$ cat src/design/ppp_pkg.sv
// Shared types and constants of the perspective point projector.
`default_nettype none
package ppp_pkg;

  localparam int COORD_WIDTH = 32;
  localparam int DIM_WIDTH = 13;
  localparam int NEAR_WIDTH = 31;
  localparam int INDEX_WIDTH = 4;
  localparam int CFG_INDEX_WIDTH = 2;
  localparam int MATRIX_WORDS = 16;

  localparam logic KIND_LOAD = 1'b0;
  localparam logic KIND_PROJECT = 1'b1;

  localparam logic [CFG_INDEX_WIDTH-1:0] CFG_SCREEN_WIDTH = 2'd0;
  localparam logic [CFG_INDEX_WIDTH-1:0] CFG_SCREEN_HEIGHT = 2'd1;
  localparam logic [CFG_INDEX_WIDTH-1:0] CFG_NEAR_W_LIMIT = 2'd2;

  localparam logic [DIM_WIDTH-1:0] RESET_SCREEN_WIDTH = 13'd1280;
  localparam logic [DIM_WIDTH-1:0] RESET_SCREEN_HEIGHT = 13'd1024;
  localparam logic [NEAR_WIDTH-1:0] RESET_NEAR_W_LIMIT = 31'd6554;

  typedef struct packed {
    logic                          kind;
    logic [INDEX_WIDTH-1:0]        matrix_index;
    logic signed [COORD_WIDTH-1:0] matrix_value;
    logic signed [COORD_WIDTH-1:0] pos_x;
    logic signed [COORD_WIDTH-1:0] pos_y;
    logic signed [COORD_WIDTH-1:0] pos_z;
  } in_item_t;

  typedef struct packed {
    logic signed [COORD_WIDTH-1:0] screen_x;
    logic signed [COORD_WIDTH-1:0] screen_y;
    logic                          visible;
  } out_item_t;

  typedef struct packed {
    logic                          visible;
    logic signed [COORD_WIDTH-1:0] cx;
    logic signed [COORD_WIDTH-1:0] cy;
    logic signed [COORD_WIDTH-1:0] cw;
  } clip_res_t;

  typedef struct packed {
    logic [DIM_WIDTH-1:0]  screen_width;
    logic [DIM_WIDTH-1:0]  screen_height;
    logic [NEAR_WIDTH-1:0] near_w_limit;
  } cfg_t;

endpackage
`default_nettype wire

$ cat src/design/ppp_front.sv
// Input side: two-entry queue that takes item transfers.
`default_nettype none
module ppp_front (
  input  wire logic              clk,
  input  wire logic              rst,
  input  wire logic              in_valid,
  output logic                   in_stall,
  input  wire ppp_pkg::in_item_t in_data,
  output logic                   q_valid,
  input  wire logic              q_pop,
  output ppp_pkg::in_item_t      q_data
);

  ppp_pkg::in_item_t slot [2];
  logic       wp;
  logic       rp;
  logic [1:0] count;
  logic       push;

  assign in_stall = (count == 2'd2);
  assign push = in_valid && !in_stall;
  assign q_valid = (count != 2'd0);
  assign q_data = slot[rp];

  always_ff @(posedge clk) begin
    if (push) begin
      slot[wp] <= in_data;
    end
  end

  always_ff @(posedge clk) begin
    if (rst) begin
      wp <= 1'b0;
      rp <= 1'b0;
      count <= 2'd0;
    end else begin
      if (push) wp <= ~wp;
      if (q_pop) rp <= ~rp;
      count <= count + {1'b0, push} - {1'b0, q_pop};
    end
  end

endmodule
`default_nettype wire

$ cat config.mk
export PLATFORM = sky130hd
export DESIGN_NAME = ppp_front
export DESIGN_NICKNAME = d
export VERILOG_FILES = /design/src/design/ppp_pkg.sv /design/src/design/ppp_front.sv
export SDC_FILE = /design/constraint.sdc
export NUM_CORES = 1
export LEC_CHECK = 0
export ABC_AREA = 0
export BUFFER_PORTS_ARGS = -buffer_cell sky130_fd_sc_hd__buf_2
export CORE_MARGIN = 3
export CORE_UTILIZATION = 50
export DETAILED_ROUTE_END_ITERATION = 8
export PLACE_DENSITY = 0.77
export SLEW_MARGIN = 20
export SYNTH_ARGS = -nofsm -noshare
export SYNTH_HDL_FRONTEND = slang
export SYNTH_SLANG_ARGS = --single-unit
$ cat constraint.sdc
create_clock -name clk -period 4.6 [get_ports clk]
set_input_delay 0.23 -clock clk [delete_from_list [all_inputs] [get_ports clk]]
set_output_delay 0.23 -clock clk [all_outputs]
set_load 0.05 [all_outputs]
==> run_results.csv <==
group,metric,value,unit
place,dpl.hpwl,13.2,mm
timing,period_needed,2.81,ns
clock_tree,cts_root_buffer,"clkbuf_16",
critical_path,worstPathArrival,2.58,ns
timing,fin_crit_sh,61.2,%
pwr,power.density,503,mW/mm^2
die,num_rows,51,
synthesis,ys_seq_area_share,80.1,%
critical_path,r2r_setup_slack,2.13,ns
die,die_area,0.0219,mm^2
timing,rsz0062_at_grt,"no",
synthesis,synth_enable_flop_cells,266,
timing,clock_skew,0.0112,ns
clock_tree,clk_path_buf_depth,3,
hold_path,hold_end,"wp$_SDFFE_PP0P_",
synthesis,synth_area_per_cell,23.0,um^2
hold_path,hold_path_class,"in -> reg",
timing,finalSetupTns,0,ns
clock_tree,post_cts_buffers,0,
die,design.core.area,0.0197,mm^2
critical_path,crit_type,"reg -> out",
critical_path,start_kind,"flip-flop",
critical_path,critPathCaptureType,"output pin",
synthesis,ys_ff_latch,271,
die,die_x,148,um
clock_tree,cts_max_level,1,
pwr,total_leakage_power,5.42,nW
place,io_buffers,271,
timing,final_hold_viol_count,0,
synthesis,synth_nets,578,
clock_tree,cts_tree,"done",
critical_path,reg2regPathDepth,5,
critical_path,path_max_fanout,51,
synthesis,ys_warn_count,0,
timing,final_max_slew_viol_count,0,
global_route,grt_usage,19.7,%
critical_path,cp.required,4.37,ns
die,start_util,51.4,%
clock_tree,cts_sinks,271,
detailed_routing,ant_nets,0,
detailed_routing,drc,0,
synthesis,synthFlopType,"edfxtp_1",
timing,fmax,355,MHz
synthesis,synthDominantCellAreaShare,79.1,%
detailed_routing,viasPerCell,4.92,
detailed_routing,wl_per_cell,19.2,um
hold_path,min-delay-start,"in_valid",
die,die_y,148,um
pwr,ir_drop,425,uV
synthesis,synth_area,0.0101,mm^2
timing,worstMarginPinSlew,0.844,ns
global_route,use_met2,34.8,%
global_route,grt_max_degree,85,
outcome,outcome,"finished clean",
die,io_pins,272,
detailed_routing,drt_pass1_iterations,5,
synthesis,yosysTopAreaCell,"edfxtp_1",
hold_path,hold_path_depth,4,
global_route,antenna_found_initial,3,
global_route,grt_pass1_vias,6313,
cells_and_area,nets,1005,
global_route,grt.overflow.total,0,
synthesis,async_flop_share,0,%
flow_run,drv_cap,0,
critical_path,reg2reg_from,"count[0]$_SDFF_PP0_",
global_route,grtUsageMet3,5.73,%
global_route,grt_pass1_wl,34.0,mm
synthesis,syn_inst,439,
critical_path,r2r_end,"slot[0][122]$_DFFE_PP_",
detailed_routing,drt_wl_total,22.1,mm
clock_tree,path_clk_slew,0.06,ns
place,dpl_cell_area,0.0117,mm^2
cells_and_area,stdcell_area,0.0139,mm^2
timing,max_slew_margin,43.7,%
detailed_routing,via_count,5662,
place,gp_congestion,0.804,
clock_tree,worstSkewPairLatency,0.52,ns
synthesis,ys_top_cells_by_area,"edfxtp_1, mux2_4, mux2_2",
cells_and_area,area_delta_synth_final,37.8,%
global_route,met1_usage,24.2,%
global_route,grt_busiest_layer,"met2",
detailed_routing,first_iter_violations,286,
synthesis,synth.distinct_cells,19,
timing,final-setup-viol-count,0,
clock_tree,cts_inserted_buffers,27,
cells_and_area,drive_above_1_share,51.4,%
worst max path at each step:
stage,startpoint,to,slack (ns)
CTS,flip-flop,q_data[127],1.76
finish,flip-flop,q_data[129],1.79
global placement,count[0]$_SDFF_PP0_,slot[0][10]$_DFFE_PP_,2.26
global route,flip-flop,q_data[129],1.64
detailed placement,count[0]$_SDFF_PP0_,slot[0][57]$_DFFE_PP_,2.19
floorplan,count[0]$_SDFF_PP0_,slot[0][0]$_DFFE_PP_,0.47
report_power, final:
| part | switching [mW] | leakage (nW) | total (mW) | internal (mW) |
|---|---|---|---|---|
| clock network | 0.863 | 0.393 | 2.02 | 1.15 |
| registers | 0.108 | 2.52 | 3.21 | 3.10 |
| logic | 1.23 | 2.51 | 1.78 | 0.546 |
| total | 2.21 | 5.42 | 7.00 | 4.80 |
flip-flops by register name (all words and copies together) (netlist names), named ones only:
register and cells:
count 2, slot 266, wp 1, rp 1
layer usage:
metal  share of wire (%)  routed length (um)  up-vias
met5                0.14                  31        -
met4                 1.8                 397        4
met3                 7.8                1730       39
met2                  51               11200      244
met1                  40                8720     2775
li1                    -                   -     2600
cell usage in the layout, fill, tap and decap left out, types with 2 or more instances in the layout:
cell type	n
mux2_4	70
buf_2	271
dfxtp_1	4
xnor2_1	2
nor2_1	3
clkinv_1	3
buf_4	5
clkinvlp_4	5
inv_1	3
edfxtp_1	266
mux2_2	63
inv_6	3
clkinv_2	5
dlygate4sd3_1	136
ha_1	2
clkbuf_1	4
clkbuf_16	27
critical path: stages (launching register included):
cell and delay, ns:
dfxtp_4 0.85, buf_4 0.62, mux2_4 0.36, buf_2 0.21
what timing repair did:
item / in CTS / in global routing
hold buffers: 136 / 0
gates resized for setup: 0 / 0
endpoints found under the setup margin: 0 / 0
endpoints found under the hold margin: 271 / 0
cells in the mapped netlist, drive strengths merged, types with 2 or more instances:
master and n:
buf 15, dfxtp 5, edfxtp 266, ha 2, inv 4, mux2 133, nor2 3, xnor2 2
final cells by class:
cell class	count	area, um^2
Sequential cell	271	8090
Fill cell	1209	5730
Timing Repair Buffer	413	2780
Multi-Input combinational cell	149	1870
Clock buffer	32	704
Tap cell	265	332
Clock inverter	16	121
Inverter	4	20.0
Antenna cell	1	2.50
cells by family (layout without fill, tap and decap cells):
kind of cell	after synthesis	count (layout)	synth area share (%)
other	0	1	0
adders and majority gates	2	2	0.248
muxes	133	133	17.4
xor gates and xnor gates	3	3	0.260
DFF	271	271	80.1
AOI/OAI and AO/OA	2	2	0.0990
and+or+nand+nor	9	9	0.458
buffers and inverters	19	465	1.45
metrics by stage:
| stage | hold slack (ns) | std cells | power [mW] | utilization, % | setup WS, ns |
|---|---|---|---|---|---|
| global placement | 0.417 | 966 | 4.89 | 59.7 | 2.26 |
| floorplan | 0.299 | 439 | 4.58 | - | 0.474 |
| CTS | 0.103 | 1150 | 7.04 | 70.8 | 1.76 |
| finish | 0.178 | 1151 | 7.00 | 70.8 | 1.79 |
| global route | 0.198 | 1151 | 7.28 | 70.8 | 1.64 |
| detailed placement | 0.421 | 966 | 4.94 | 59.7 | 2.19 |
(Power assumes the default switching activity.)
